===== config.mk =====
export PLATFORM = sky130hd
export DESIGN_NAME = dual_copy_metadata_selector_core_flat
export DESIGN_NICKNAME = d
export VERILOG_FILES = /design/src/rtl/dcms_pkg.sv /design/src/rtl/dcms_if.sv /design/src/rtl/dcms_select.sv /design/src/rtl/dual_copy_metadata_selector_core.sv /design/src/flat_wrapper.sv
export SDC_FILE = /design/constraint.sdc
export NUM_CORES = 1
export LEC_CHECK = 0
export BUFFER_PORTS_ARGS = -buffer_cell sky130_fd_sc_hd__buf_2
export CORE_ASPECT_RATIO = 1.4
export CORE_MARGIN = 2
export CORE_UTILIZATION = 56
export CTS_CLUSTER_DIAMETER = 120
export DETAILED_ROUTE_END_ITERATION = 16
export PLACE_DENSITY = 0.77
export SYNTH_ARGS = -nofsm -noshare
export SYNTH_HDL_FRONTEND = slang
export SYNTH_SLANG_ARGS = --single-unit

===== constraint.sdc =====
create_clock -name clk_i -period 6 [get_ports clk_i]
set_input_delay 0.3 -clock clk_i [delete_from_list [all_inputs] [get_ports clk_i]]
set_output_delay 0.3 -clock clk_i [all_outputs]
set_load 0.02 [all_outputs]

===== src/rtl/dcms_pkg.sv =====
// Shared types, constants and the CRC-32 byte update for the dual-copy selector.
`timescale 1ns / 1ps

package dcms_pkg;

  localparam logic [31:0] CrcInit = 32'hFFFF_FFFF;
  localparam logic [31:0] CrcPoly = 32'hEDB8_8320;
  localparam logic [31:0] SeqOne  = 32'd1;

  localparam int unsigned PaddrW = 3;

  // Register indexes, taken from paddr[2]
  localparam logic RegMagic = 1'b0;

  // newest_copy codes
  localparam logic [1:0] NewestCopy0 = 2'd0;
  localparam logic [1:0] NewestCopy1 = 2'd1;
  localparam logic [1:0] NewestNone  = 2'd2;

  typedef struct packed {
    logic        first_ok;
    logic [31:0] first_seq;
    logic        second_ok;
    logic [31:0] second_seq;
  } sel_in_t;

  typedef struct packed {
    logic [1:0]  newest_copy;
    logic        write_target;
    logic [31:0] next_sequence;
    logic        copy0_valid;
    logic        copy1_valid;
  } result_t;

  // Reflected CRC-32, one byte, eight bit steps
  function automatic logic [31:0] crc_byte(input logic [31:0] crc, input logic [7:0] data);
    logic [31:0] c;
    c = crc ^ {24'd0, data};
    for (int k = 0; k < 8; k++) begin
      c = (c >> 1) ^ (c[0] ? CrcPoly : 32'd0);
    end
    return c;
  endfunction

endpackage


===== src/rtl/dcms_if.sv =====
// Valid/ready stream interfaces for the input byte beats and the selection result beats.
`timescale 1ns / 1ps

interface dcms_in_if;
  logic        valid;
  logic        ready;
  logic        copy_index;
  logic [7:0]  data_byte;
  logic        last_byte;
  logic [31:0] magic_word;
  logic [31:0] seq_number;
  logic [31:0] stored_crc;

  modport source (output valid, copy_index, data_byte, last_byte, magic_word, seq_number,
                  stored_crc, input ready);
  modport sink (input valid, copy_index, data_byte, last_byte, magic_word, seq_number,
                stored_crc, output ready);
endinterface

interface dcms_out_if;
  logic        valid;
  logic        ready;
  logic [1:0]  newest_copy;
  logic        write_target;
  logic [31:0] next_sequence;
  logic        copy0_valid;
  logic        copy1_valid;

  modport source (output valid, newest_copy, write_target, next_sequence, copy0_valid,
                  copy1_valid, input ready);
  modport sink (input valid, newest_copy, write_target, next_sequence, copy0_valid,
                copy1_valid, output ready);
endinterface


===== src/rtl/dcms_select.sv =====
// Picks the newest valid copy, the copy to overwrite and the next sequence number.
`timescale 1ns / 1ps

module dcms_select (
  input  dcms_pkg::sel_in_t sel_i,
  output dcms_pkg::result_t res_o
);
  import dcms_pkg::*;

  logic second_newer;

  // Ties go to copy 0
  assign second_newer = sel_i.second_seq > sel_i.first_seq;

  always_comb begin
    res_o.copy0_valid = sel_i.first_ok;
    res_o.copy1_valid = sel_i.second_ok;
    case ({sel_i.first_ok, sel_i.second_ok})
      2'b11: begin
        res_o.newest_copy   = second_newer ? NewestCopy1 : NewestCopy0;
        res_o.write_target  = ~second_newer;
        res_o.next_sequence = (second_newer ? sel_i.second_seq : sel_i.first_seq) + SeqOne;
      end
      2'b10: begin
        res_o.newest_copy   = NewestCopy0;
        res_o.write_target  = 1'b1;
        res_o.next_sequence = sel_i.first_seq + SeqOne;
      end
      2'b01: begin
        res_o.newest_copy   = NewestCopy1;
        res_o.write_target  = 1'b0;
        res_o.next_sequence = sel_i.second_seq + SeqOne;
      end
      default: begin
        res_o.newest_copy   = NewestNone;
        res_o.write_target  = 1'b0;
        res_o.next_sequence = SeqOne;
      end
    endcase
  end

endmodule


===== src/rtl/dual_copy_metadata_selector_core.sv =====
// Top level: byte-wise CRC-32 check of two metadata copies and newest-copy selection.
//
//   channel   dir  handshake          content
//   in_i      in   valid/ready        one covered byte plus copy header fields
//   out_o     out  valid/ready        one selection result per copy 1 end
//   apb       in   psel/penable       magic_value register at address 0
//
// One byte beat per cycle unless a waiting result stalls the byte that ends copy 1; the result
// is registered by the input register and the result register around the CRC byte update.
// Reset clears the CRC to all ones, the latched copy 0 state and both valid flags.
// A waiting result stalls only the byte that ends copy 1 and the input behind it; other bytes keep flowing.
`timescale 1ns / 1ps

module dual_copy_metadata_selector_core (
  input  logic                            clk_i,
  input  logic                            rst_ni,
  dcms_in_if.sink                         in_i,
  dcms_out_if.source                      out_o,
  input  logic                            psel,
  input  logic                            penable,
  input  logic                            pwrite,
  input  logic [dcms_pkg::PaddrW-1:0]     paddr,
  input  logic [31:0]                     pwdata,
  output logic [31:0]                     prdata,
  output logic                            pready
);
  import dcms_pkg::*;

  logic [31:0] magic_q;

  logic        s1_valid_q;
  logic        s1_copy_q;
  logic [7:0]  s1_byte_q;
  logic        s1_last_q;
  logic [31:0] s1_magic_q;
  logic [31:0] s1_seq_q;
  logic [31:0] s1_scrc_q;

  logic [31:0] crc_q, crc_d;
  logic        first_ok_q;
  logic [31:0] first_seq_q;

  logic        out_valid_q;
  result_t     out_q;

  logic        s1_ends_pair;
  logic        s1_adv;
  logic        copy_ok;
  sel_in_t     sel;
  result_t     sel_res;

  // Config port
  assign pready = 1'b1;
  assign prdata = (paddr[2] == RegMagic) ? magic_q : 32'd0;

  always_ff @(posedge clk_i or negedge rst_ni) begin
    if (!rst_ni) begin
      magic_q <= 32'd0;
    end else if (psel && penable && pwrite && paddr[2] == RegMagic) begin
      magic_q <= pwdata;
    end
  end

  // Byte stage
  assign s1_ends_pair = s1_last_q && s1_copy_q;
  assign s1_adv       = s1_valid_q && (!s1_ends_pair || !out_valid_q || out_o.ready);
  assign in_i.ready   = !s1_valid_q || s1_adv;

  always_ff @(posedge clk_i or negedge rst_ni) begin
    if (!rst_ni) begin
      s1_valid_q <= 1'b0;
    end else if (in_i.ready) begin
      s1_valid_q <= in_i.valid;
    end
  end

  always_ff @(posedge clk_i) begin
    if (in_i.valid && in_i.ready) begin
      s1_copy_q  <= in_i.copy_index;
      s1_byte_q  <= in_i.data_byte;
      s1_last_q  <= in_i.last_byte;
      s1_magic_q <= in_i.magic_word;
      s1_seq_q   <= in_i.seq_number;
      s1_scrc_q  <= in_i.stored_crc;
    end
  end

  assign crc_d   = crc_byte(crc_q, s1_byte_q);
  assign copy_ok = (s1_magic_q == magic_q) && (s1_scrc_q == ~crc_d);

  always_ff @(posedge clk_i or negedge rst_ni) begin
    if (!rst_ni) begin
      crc_q       <= CrcInit;
      first_ok_q  <= 1'b0;
      first_seq_q <= 32'd0;
    end else if (s1_adv) begin
      crc_q <= s1_last_q ? CrcInit : crc_d;
      if (s1_last_q) begin
        // Latch copy 0, or clear after judging the pair
        first_ok_q  <= s1_copy_q ? 1'b0 : copy_ok;
        first_seq_q <= s1_copy_q ? 32'd0 : s1_seq_q;
      end
    end
  end

  assign sel.first_ok   = first_ok_q;
  assign sel.first_seq  = first_seq_q;
  assign sel.second_ok  = copy_ok;
  assign sel.second_seq = s1_seq_q;

  dcms_select u_select (
    .sel_i (sel),
    .res_o (sel_res)
  );

  // Result register
  always_ff @(posedge clk_i or negedge rst_ni) begin
    if (!rst_ni) begin
      out_valid_q <= 1'b0;
    end else if (s1_adv && s1_ends_pair) begin
      out_valid_q <= 1'b1;
    end else if (out_o.ready) begin
      out_valid_q <= 1'b0;
    end
  end

  always_ff @(posedge clk_i) begin
    if (s1_adv && s1_ends_pair) begin
      out_q <= sel_res;
    end
  end

  assign out_o.valid         = out_valid_q;
  assign out_o.newest_copy   = out_q.newest_copy;
  assign out_o.write_target  = out_q.write_target;
  assign out_o.next_sequence = out_q.next_sequence;
  assign out_o.copy0_valid   = out_q.copy0_valid;
  assign out_o.copy1_valid   = out_q.copy1_valid;

  // Checks
  a_crc_restart: assert property (@(posedge clk_i) disable iff (!rst_ni)
    (s1_adv && s1_last_q) |=> (crc_q == CrcInit))
    else $error("CRC not restarted after last byte");

  a_pair_clear: assert property (@(posedge clk_i) disable iff (!rst_ni)
    (s1_adv && s1_ends_pair) |=> (!first_ok_q && first_seq_q == 32'd0))
    else $error("copy 0 state not cleared after pair");

  a_result_source: assert property (@(posedge clk_i) disable iff (!rst_ni)
    $rose(out_valid_q) |-> $past(s1_adv && s1_ends_pair))
    else $error("result beat without end of copy 1");

  a_none_fields: assert property (@(posedge clk_i) disable iff (!rst_ni)
    (out_valid_q && out_q.newest_copy == NewestNone) |->
      (!out_q.copy0_valid && !out_q.copy1_valid && out_q.next_sequence == SeqOne
       && !out_q.write_target))
    else $error("inconsistent result with no valid copy");

  a_target_other: assert property (@(posedge clk_i) disable iff (!rst_ni)
    (out_valid_q && out_q.newest_copy != NewestNone) |->
      (out_q.write_target != out_q.newest_copy[0]))
    else $error("write target equals newest copy");

endmodule


===== src/flat_wrapper.sv =====
// flat-port wrapper written by rule: the top's interface ports become plain ports
module dual_copy_metadata_selector_core_flat import dcms_pkg::*;
  (clk_i, rst_ni, psel, penable, pwrite, paddr, pwdata, prdata, pready, in_i_valid, in_i_copy_index, in_i_data_byte, in_i_last_byte, in_i_magic_word, in_i_seq_number, in_i_stored_crc, in_i_ready, out_o_valid, out_o_newest_copy, out_o_write_target, out_o_next_sequence, out_o_copy0_valid, out_o_copy1_valid, out_o_ready);
  dcms_in_if in_i_i ();
  dcms_out_if out_o_i ();
  input  logic clk_i;
  input  logic rst_ni;
  input  logic psel;
  input  logic penable;
  input  logic pwrite;
  input  logic [dcms_pkg::PaddrW-1:0] paddr;
  input  logic [31:0] pwdata;
  output logic [31:0] prdata;
  output logic pready;
  input wire logic [$bits(in_i_i.valid)-1:0] in_i_valid;
  input wire logic [$bits(in_i_i.copy_index)-1:0] in_i_copy_index;
  input wire logic [$bits(in_i_i.data_byte)-1:0] in_i_data_byte;
  input wire logic [$bits(in_i_i.last_byte)-1:0] in_i_last_byte;
  input wire logic [$bits(in_i_i.magic_word)-1:0] in_i_magic_word;
  input wire logic [$bits(in_i_i.seq_number)-1:0] in_i_seq_number;
  input wire logic [$bits(in_i_i.stored_crc)-1:0] in_i_stored_crc;
  output wire logic [$bits(in_i_i.ready)-1:0] in_i_ready;
  output wire logic [$bits(out_o_i.valid)-1:0] out_o_valid;
  output wire logic [$bits(out_o_i.newest_copy)-1:0] out_o_newest_copy;
  output wire logic [$bits(out_o_i.write_target)-1:0] out_o_write_target;
  output wire logic [$bits(out_o_i.next_sequence)-1:0] out_o_next_sequence;
  output wire logic [$bits(out_o_i.copy0_valid)-1:0] out_o_copy0_valid;
  output wire logic [$bits(out_o_i.copy1_valid)-1:0] out_o_copy1_valid;
  input wire logic [$bits(out_o_i.ready)-1:0] out_o_ready;
  assign in_i_i.valid = in_i_valid;
  assign in_i_i.copy_index = in_i_copy_index;
  assign in_i_i.data_byte = in_i_data_byte;
  assign in_i_i.last_byte = in_i_last_byte;
  assign in_i_i.magic_word = in_i_magic_word;
  assign in_i_i.seq_number = in_i_seq_number;
  assign in_i_i.stored_crc = in_i_stored_crc;
  assign in_i_ready = in_i_i.ready;
  assign out_o_valid = out_o_i.valid;
  assign out_o_newest_copy = out_o_i.newest_copy;
  assign out_o_write_target = out_o_i.write_target;
  assign out_o_next_sequence = out_o_i.next_sequence;
  assign out_o_copy0_valid = out_o_i.copy0_valid;
  assign out_o_copy1_valid = out_o_i.copy1_valid;
  assign out_o_i.ready = out_o_ready;
  dual_copy_metadata_selector_core u_core (.clk_i(clk_i), .rst_ni(rst_ni), .in_i(in_i_i), .out_o(out_o_i), .psel(psel), .penable(penable), .pwrite(pwrite), .paddr(paddr), .pwdata(pwdata), .prdata(prdata), .pready(pready));
endmodule

* Word level (Yosys, flattened, before mapping) *
Index checks and enable logic that the tools add are counted.

storage, ports and cells
  flip-flop bits (word level) = 242
  output and inout bits = 72
  memories = 0
  word-level logic and storage cells = 71
  input bits = 148
  RAM bits = 0
  bits in latches = 0
  memory bits (read-only) = 0

cells by class
  multiply operators = 0
  bitwise gates (word level) = 12
  divide/modulo/power cells = 0
  mux-type cells = 17
  reduce and logical (&&, ||, !) cells = 16
  add/sub/neg operators = 3
  shift operators = 0
  $lt $le $gt $ge = 1
  equality and inequality tests = 5

operators with widths
  operator                                             count
  two-way mux 32 bit                                   12
  XOR 31 x 32 -> 32 bit                                8
  one-hot mux 35 bit (3 select lines)                  1
  adder 32 x 1 -> 32 bit, second input constant        3
  equality test 32 bit                                 2
  > comparator 32 bit                                  1
  inverter 32 bit                                      1
  XOR 32 x 8 -> 32 bit                                 1
  logical AND 1 bit                                    8
  equality test 2 bit, second input constant           2
  two-way mux 1 bit                                    4
  zero test 1 bit                                      3
  logical OR 1 bit                                     3
  equality test 2 x 1 -> 1 bit, second input constant  1
  inverter 1 bit                                       2
  AND reduction 2 bit                                  1
  nonzero test 2 bit                                   1

* Logic depth before layout (Yosys ltp) *
Gate-level depths: netlist of the first run.

  word-level depth = 22
  depth in mapped cells = 22
  gate-level depth less buffers = 21

* Hierarchy *
A second synthesis of the first run with hierarchy kept.

second synthesis, totals
  cell total of the unflattened synthesis = 1123
  area total of the unflattened synthesis = 13190.2 um^2

modules (own cells, without submodules)
  module                            area an instance (um^2)  times used  sequential area each (um^2)  cells each
  dual_copy_metadata_selector_core  10148.5                  1           6811.5                       681
  dcms_select                       3041.7                   1           0.0                          442

* Worst setup path after synthesis of the first run *
Ideal clock, no wire load.

  kind = reg2reg
  start point = register u_core.crc_q[5]
  end point = register u_core.out_q, in the netlist u_core.out_o.next_sequence[28], data pin
  stages on the path, launching flop included = 21
  buffers on the path = 2
  path slack = 0.572 ns
  required time = 5.730 ns
  library setup time = 0.270 ns
  period minus slack after synthesis = 5.428 ns
  arrival time = 5.159 ns
  cell sequence = dfstp_2 -> xor2_1 -> xnor2_1 -> xor2_1 -> xnor2_1 -> xor2_1 -> nor3_1 -> nand3_1 -> a2111oi_0 -> nand3_1 -> ha_1 -> inv_1 -> clkbuf_1 -> clkbuf_1 -> a221oi_1 -> a31oi_1 -> nand4b_1 -> nor4_4 -> nand4_1 -> and3b_1 -> nor3_1

RTL lines
  what                    line                                     text
  from (decl)             dual_copy_metadata_selector_core.sv:39   logic [31:0] crc_q, crc_d;
  from (signal assigned)  dual_copy_metadata_selector_core.sv:93   crc_q <= CrcInit;
  from (signal assigned)  dual_copy_metadata_selector_core.sv:97   crc_q <= s1_last_q ? CrcInit : crc_d;
  to (signal assigned)    dual_copy_metadata_selector_core.sv:129  out_q <= sel_res;
  to (decl)               dual_copy_metadata_selector_core.sv:44   result_t out_q;

==> run summary, run 1 <==
Critical Path Fanout Max: 12
Number of storage elements in the synthesis netlist: 242
Horiz. Die Dim: 129 um
Slew @ Worst Pin: 1080 ps
Leading register cell type out of synthesis: edfxtp_1
Worst clock skew: 21.8 ps
Worst setup path class: flip-flop to flip-flop
Number of rows created at floorplan: 64
Beginning of the worst register-to-register path: u_core.crc_q[4]
Final critical-path share of the clock period: 95.7%
TritonCTS Buffers: 24
Hold violation total from the final report: 0
Area added between synthesis and finish: 30.2%
Area of the core: 21700 um2
Global-route layer with the greatest usage: met2
End point of the most critical hold path: u_core.magic_q[28]
Post-detail-place hpwl: 20000 um
TritonCTS clock tree: yes
Fraction of layout instances using a drive strength above 1: 28.3%
Root buffer cell: clkbuf_16
Sequential cell area: 6810 um2
Switching power total: 2040 uW
Maximum level of the CTS H-tree: 1
Met2 capacity usage during global routing: 49.6%
Part of the power in registers: 36.8%
Number of max-slew violations in the final report: 0
Critical Path Source Type: flip-flop
Clock input transition at the sequential cells of the worst setup and hold paths: 70 ps
Worst slack at placement: 227 ps
Final critical-path required period: 5740 ps
Data arrival time of the worst path: 6110 ps
Slowest stage cell, crit path: dfstp_2
Setup TNS: 0 ps
Register area share after synthesis: 55.4%
Rel. slew slack: 27.8%
Max Clk Rate: 174 MHz
Worst r2r dst: u_core.out_o.next_sequence[29]
Count of endpoints failing setup in the final report: 0
Die outline area: 23200 um2
Via/cell ratio: 5.45
WL per Instance: 18.1 um
Antenna Nets Post-Route: 0
Total of fill cells in the finished design: 1446
Syn. warnings: 0
Final core utilization: 73.8%
Post-synthesis average cell area: 11.7 um2
Leakage power figure: 0.00654 uW
Reg2reg path depth: 21
Number of distinct library cells after synthesis: 76
Cell Int Power: 3980 uW
Type of element capturing the critical path: flip-flop
Number of antenna violations at the first check in global routing: 3
Pin count of the biggest net entering global routing: 73
Post-CTS Setup Inserts: 0
# nets final: 1598
Via count of the first global-routing pass: 9770
Maximum count of clock buffers along a single path: 3
Setup WS post-layout: 260 ps
Initial standard-cell utilization of the core: 56.7%
Setup slack of the worst register-to-register path: 260 ps
Part of the power in the clock network: 26.6%
Hold Path Cell Cnt: 2
Number of violations of the max-capacitance limit: 0
Clock sink count: 242
Total gr overflow: 0
Startpoint of the tightest hold check path: pwdata[28]
Maximum VDD drop: 0.354 mV
Synth Instances: 1048
Hold crit path type: input pin to flip-flop
Clock latency on the worst-skew pair: 530 ps
Largest incremental delay on the critical path: 530 ps
Net count after synthesis: 1234
Number of buffers inserted by port buffering: 216
I/O pin count: 220
Series of cell instances along the critical path: xor2_1 -> xnor2_1 -> xor2_1 -> xnor2_1 -> xor2_1 -> nor3_1 -> nand3_1 -> a2111oi_2 -> buf_4 -> nand3_1 -> buf_4 -> ha_1 -> inv_1 -> buf_4 -> a221oi_1 -> a31o_1 -> a211o_4 -> and4bb_4 -> nand3_2 -> or3_1 -> a21oi_1
Aggregate global-route resource usage: 27.1%
EDFF count, synth: 143
M1 GR Usage: 31.4%
Share of total power consumed by net switching: 33.9%
Total area of multi-input combinational cells: 5230 um2
Number of design rule violations left after detail routing: 0
Die height: 179 um
Count of TritonRoute iterations in the first routing pass: 5
Worst EP required: 6370 ps
Post-synthesis instance area: 12300 um2
Smallest hold slack: 9.99 ps
Total vias in the final route: 9431
Global-route wire length before repair: 49400 um
Sum of routed wire length over all layers: 31400 um
Met3 demand-to-capacity share in global routing: 3.70%
Share of flip-flops with an asynchronous set or reset: 40.9%
Part of the total power dissipated in combinational logic: 36.5%
Result of the run: completed
Detailed router's first-iteration violation count: 548
Power per cell area: 376 nW/um2
Final weighted congestion in routability-driven placement: 0.870
[final cells by class]
cell class	count	area share [%]
inverter	39	0.914
multi-input combinational	725	32.6
clock inverter	11	0.828
antenna	3	0.0469
clock buffer	33	4.48
timing repair buffer	380	16.2
sequential	242	42.5
tap	297	2.32
[registers in the layout, summed over array words and instances, names as in the netlist]
| name | count |
|---|---|
| u_core.s1_seq_q | 32 |
| u_core.s1_byte_q | 8 |
| u_core.s1_valid_q | 1 |
| u_core.out_o.copy1_valid | 1 |
| u_core.out_o.write_target | 1 |
| u_core.crc_q | 32 |
| u_core.magic_q | 32 |
| u_core.out_o.valid | 1 |
| u_core.first_seq_q | 32 |
| u_core.s1_magic_q | 32 |
| u_core.out_o.next_sequence | 32 |
| u_core.first_ok_q | 1 |
| u_core.s1_scrc_q | 32 |
| u_core.out_o.copy0_valid | 1 |
| u_core.out_o.newest_copy | 2 |
| u_core.s1_copy_q | 1 |
| u_core.s1_last_q | 1 |
[synth_stat cells (3+ instances only)]
cell | instances | area, um2
dfstp_2 | 32 | 841
nand4b_1 | 3 | 26.3
o31ai_1 | 3 | 22.5
nor4_1 | 10 | 62.6
mux2_2 | 32 | 360
clkbuf_1 | 30 | 113
and2_1 | 9 | 56.3
xnor2_1 | 91 | 797
edfxtp_1 | 143 | 4290
buf_2 | 4 | 20.0
a21o_1 | 6 | 45.0
nor2b_1 | 35 | 219
ha_1 | 38 | 475
o211ai_1 | 6 | 45.0
a22oi_1 | 15 | 113
o21ai_0 | 45 | 225
nand3_1 | 29 | 145
nor3_1 | 13 | 65.1
nand2_1 | 61 | 229
xor2_1 | 60 | 526
nor2_1 | 65 | 244
dfrtp_1 | 67 | 1680
buf_1 | 4 | 15.0
a31oi_1 | 6 | 37.5
or3_1 | 6 | 37.5
nor3b_1 | 4 | 30.0
inv_1 | 39 | 146
nand2b_1 | 36 | 225
a22o_1 | 4 | 35.0
a31o_1 | 4 | 35.0
a21oi_1 | 54 | 270
a32oi_1 | 3 | 26.3
a221oi_1 | 9 | 78.8
nand4_1 | 20 | 125
o21ai_1 | 9 | 45.0
[power groups by stage]
stage               logic [uW]  registers, uW  clock network [uW]
floorplan                 1520           2190                   0
global placement          2000           2220                   0
detailed placement        2060           2230                   0
CTS                       2130           2200                1620
global route              2380           2240                1690
finish                    2200           2220                1610
[critical path: cells and delay by family (launching register included)]
family | cells | cell delay [ps]
buf+inv | 4 | 780
xor+xnor | 5 | 1370
compound gates | 5 | 1240
simple gates | 6 | 1290
fa+ha+maj | 1 | 370
flops | 1 | 530
[through the flow]
stage	power, uW	std cells	area (um2)
after floorplan	3710	1048	12300
after global placement	4220	1570	14000
after detailed placement	4290	1570	14000
after CTS	5960	1727	15900
after global routing	6310	1730	16000
final	6030	1730	16000
[routing by layer]
metal / part of all wire (%) / vias up
li1: - / 4489
met1: 37 / 4553
met2: 54 / 300
met3: 4.6 / 89
met4: 4.3 / 0
met5: 0 / -
[worst max path at each step]
stage	from	to	slack [ps]	cells past startpoint
detailed placement	u_core.s1_byte_q[7]	u_core.out_o.next_sequence[14]	230	22
global route	u_core.crc_q[4]	u_core.out_o.next_sequence[31]	-20	24
global placement	u_core.s1_byte_q[7]	u_core.out_o.next_sequence[28]	300	22
CTS	u_core.s1_byte_q[7]	u_core.out_o.next_sequence[14]	210	22
finish	u_core.crc_q[4]	u_core.out_o.next_sequence[29]	260	21
floorplan	u_core.crc_q[5]	u_core.out_o.next_sequence[28]	570	20
[cells by family (layout without fill, tap and decap cells)]
| kind of cell | count (synthesis) | in the layout | synth area share, % |
|---|---|---|---|
| other | 1 | 4 | 0.0305 |
| and+or+nand+nor | 310 | 310 | 13.6 |
| xor gates and xnor gates | 155 | 155 | 11.3 |
| muxes | 32 | 32 | 2.93 |
| AOI/OAI and AO/OA | 189 | 189 | 10.2 |
| buffers and inverters | 81 | 463 | 2.70 |
| adders and majority gates | 38 | 38 | 3.87 |
| DFF | 242 | 242 | 55.4 |
[placed cells by master (no fill, tap or decap), types with 8 or more instances in the layout]
cell	instances
o21ai_1	9
nor3_1	12
and2_1	8
dfrtp_1	67
nand2b_1	36
buf_4	52
ha_1	38
a221oi_1	9
nor4_1	10
nand2_1	61
nand4_1	20
dlygate4sd3_1	113
xor2_1	60
inv_1	39
edfxtp_1	143
mux2_2	32
clkbuf_16	26
a22oi_1	15
a21oi_1	54
dfstp_2	32
xnor2_1	87
nor2b_1	35
o21ai_0	45
nor2_1	64
buf_2	215
nand3_1	28
[repair_timing]
| action | CTS | global route |
|---|---|---|
| endpoints found under the hold margin | 139 | 0 |
| resized for setup | 0 | 10 |
| setup endpoints to repair | 0 | 24 |
| hold buffers | 113 | 0 |
No activity file was read; power rests on OpenSTA's default activity.
==> run 2: changes to the inputs <==
Settings changed: CORE_ASPECT_RATIO 1.4 to 0.9.
==> run summary, run 2 (synthesis gave the netlist of run 1 again) <==
Result of the run: completed
Rel. slew slack: 21.4% (-6.4 points)
Detailed router's first-iteration violation count: 667 (+22%)
Switching power total: 2050 uW (+0.48%)
Number of max-slew violations in the final report: 0 (unchanged)
Part of the total power dissipated in combinational logic: 36.9% (+0.4 points)
Post-placement cell area: 13800 um2 (-0.95%)
Fraction of layout instances using a drive strength above 1: 26.9% (-1.4 points)
Share of total power consumed by net switching: 34.5% (+0.61 points)
Clock sink count: 242 (unchanged)
TritonCTS Buffers: 25 (+4.2%)
Worst clock skew: 19.5 ps (-2.36 ps)
Final Cell Area: 16100 um2 (+0.34%)
Max Clk Rate: 180 MHz (+3.4%)
Total gr overflow: 0 (unchanged)
Number of design rule violations left after detail routing: 0 (unchanged)
Placed cell count: 1547 (-1.5%)
Cell Count, Final, Fillers Out: 1736 (+0.35%)
Cell Int Power: 3890 uW (-2.2%)
Final core utilization: 74.5% (+0.71 points)
Part of the power in registers: 37.4% (+0.6 points)
Clock input transition at the sequential cells of the worst setup and hold paths: 60 ps (about the same)
Leakage power figure: 0.00655 uW (about the same)
Pin count of the biggest net entering global routing: 63 (-14%)
Die outline area: 23200 um2 (about the same)
Most common cell after layout, fill and taps aside: buf_2
Number of rows created at floorplan: 51 (-20%)
Slew @ Worst Pin: 1170 ps (+95.4 ps)
Worst setup path class: flip-flop to flip-flop
Data arrival time of the worst path: 5920 ps (-190 ps)
Reg2reg path depth: 21 (unchanged)
Hold crit path type: input pin to flip-flop
Via count of the first global-routing pass: 9388 (-3.9%)
PnR Total Power: 5950 uW (-1.3%)
Maximum level of the CTS H-tree: 1 (unchanged)
Number of buffers inserted by port buffering: 216 (unchanged)
Via/cell ratio: 5.51 (+1.0%)
DRT met1 WL: 13100 um (+12%)
Root buffer cell: clkbuf_16
Critical Path Fanout Max: 14 (+2)
Routed met3 length: 1950 um (+34%)
Initial standard-cell utilization of the core: 57.0% (+0.35 points)
Sum of routed wire length over all layers: 31800 um (+1.2%)
End point of the most critical hold path: u_core.magic_q[28]
Area of the core: 21600 um2 (-0.61%)
WL per Instance: 18.3 um (+0.83%)
I/O pin count: 220 (unchanged)
Post-detail-place hpwl: 19500 um (-2.3%)
Most frequent cells in the layout: 215 x buf_2, 143 x edfxtp_1, 139 x dlygate4sd3_1
TritonCTS clock tree: yes
Die height: 145 um (-19%)
Startpoint of the tightest hold check path: pwdata[28]
Final critical-path share of the clock period: 92.5% (-3.2 points)
Hold Path Cell Cnt: 2 (unchanged)
Number of antenna violations at the first check in global routing: 1 (-2)
Total vias in the final route: 9561 (+1.4%)
Total of fill cells in the finished design: 1461 (+1.0%)
Count of TritonRoute iterations in the first routing pass: 5 (unchanged)
Final critical-path required period: 5550 ps (-191 ps)
Aggregate global-route resource usage: 27.0% (-0.060 points)
Number of violations of the max-capacitance limit: 0 (unchanged)
Setup slack of the worst register-to-register path: 450 ps (+190 ps)
Type of element capturing the critical path: flip-flop
Maximum count of clock buffers along a single path: 3 (unchanged)
Clock latency on the worst-skew pair: 540 ps (about the same)
Part of the power in the clock network: 25.7% (-0.9 points)
# nets final: 1611 (+0.81%)
Critical Path Source Type: flip-flop
Hold violation total from the final report: 0 (unchanged)
Count of endpoints failing setup in the final report: 0 (unchanged)
Final weighted congestion in routability-driven placement: 0.868 (-0.29%)
Worst EP required: 6370 ps (about the same)
Worst r2r dst: u_core.out_o.next_sequence[29]
Setup repair after global routing missed its margin: false
Setup TNS: 0 ps (unchanged)
Max Used Layer: met4
Antenna Nets Post-Route: 0 (unchanged)
Maximum VDD drop: 0.358 mV (+1.1%)
Area added between synthesis and finish: 30.7%
Global-route wire length before repair: 49700 um (+0.70%)
Power per cell area: 370 nW/um2 (-1.6%)
Beginning of the worst register-to-register path: u_core.crc_q[4]
Horiz. Die Dim: 160 um (+24%)
Met2 wire length: 16000 um (-5.9%)
==> run 2: changes by cell type in the layout (fill, tap and decap cells not counted), moves of 2 or more <==
cell	previous run	this run
buf_4	52	38
clkbuf_8	4	1
clkinv_2	4	9
clkinvlp_4	2	0
diode_2	3	1
dlygate4sd3_1	113	139
xnor2_1	87	90
xnor2_2	5	3
==> run 2: per-layer routing <==
layer / GRT usage (%) / vias to the layer above
met5: 0 / -
met4: 6.88 / 0
met3: 4.85 / 64
met2: 47.7 / 384
met1: 34.8 / 4601
li1: - / 4512
==> run 2: through the flow <==
step	hold WS, ps	setup slack (ps)
floorplan	4.41	572
global placement	406	313
detailed placement	411	25.8
CTS	3.54	4.78
global route	11.6	37.9
finish	21.1	451
==> run 2: how the worst max path moves through the flow <==
| stage | start | endpoint | slack, ps | cells after the start |
|---|---|---|---|---|
| after detailed placement | u_core.s1_byte_q[6] | u_core.out_o.next_sequence[31] | 30 | 18 |
| after global placement | u_core.crc_q[3] | u_core.out_o.next_sequence[28] | 310 | 21 |
| final | u_core.crc_q[4] | u_core.out_o.next_sequence[29] | 450 | 21 |
| after CTS | u_core.crc_q[4] | u_core.out_o.next_sequence[31] | 5 | 19 |
| after global routing | u_core.crc_q[4] | u_core.out_o.next_sequence[28] | 40 | 24 |
| after floorplan | u_core.crc_q[5] | u_core.out_o.next_sequence[28] | 570 | 20 |
==> run 2: power by group through the flow <==
stage	registers (uW)	clock network [uW]	logic [uW]
floorplan	2190	0	1520
global placement	2230	0	1990
detailed placement	2230	0	2050
CTS	2210	1540	2150
global route	2240	1610	2390
finish	2220	1530	2200
==> run 2: timing repair <==
item	CTS	global route
hold buffers	139	0
hold endpoints to repair	171	0
pin swaps	0	3
endpoints found under the setup margin	2	24
gates cloned	0	0
gates resized for setup	1	4
buffers inserted	0	3
==> run 2: area by class of cell <==
type                    count  area (um2)  share of cell area, %
diodes                      1        2.50                 0.0156
clock buffers              29         651                   4.05
clock inverters            17         154                  0.958
inverters                  39         146                  0.911
multi-input cells         725        5180                   32.3
flip-flops and latches    242        6810                   42.4
well taps                 291         364                   2.27
repair buffers            392        2750                   17.1
==> run 2: worst max-delay path, stage by stage (launching register included) <==
cell       delay (ps)
dfstp_2           530
xor2_1            240
buf_4             220
xor2_2            260
xnor2_1           160
xnor2_1           250
xor2_1            140
nor3_1            220
nand3_1           120
a2111oi_2         420
nand3_2           200
ha_1              410
inv_1             170
nor2_1            100
a31oi_2           330
buf_4             260
a22oi_1           210
a2111oi_4         350
buf_4             200
nand3_2            90
or3_1             350
a21oi_1           160
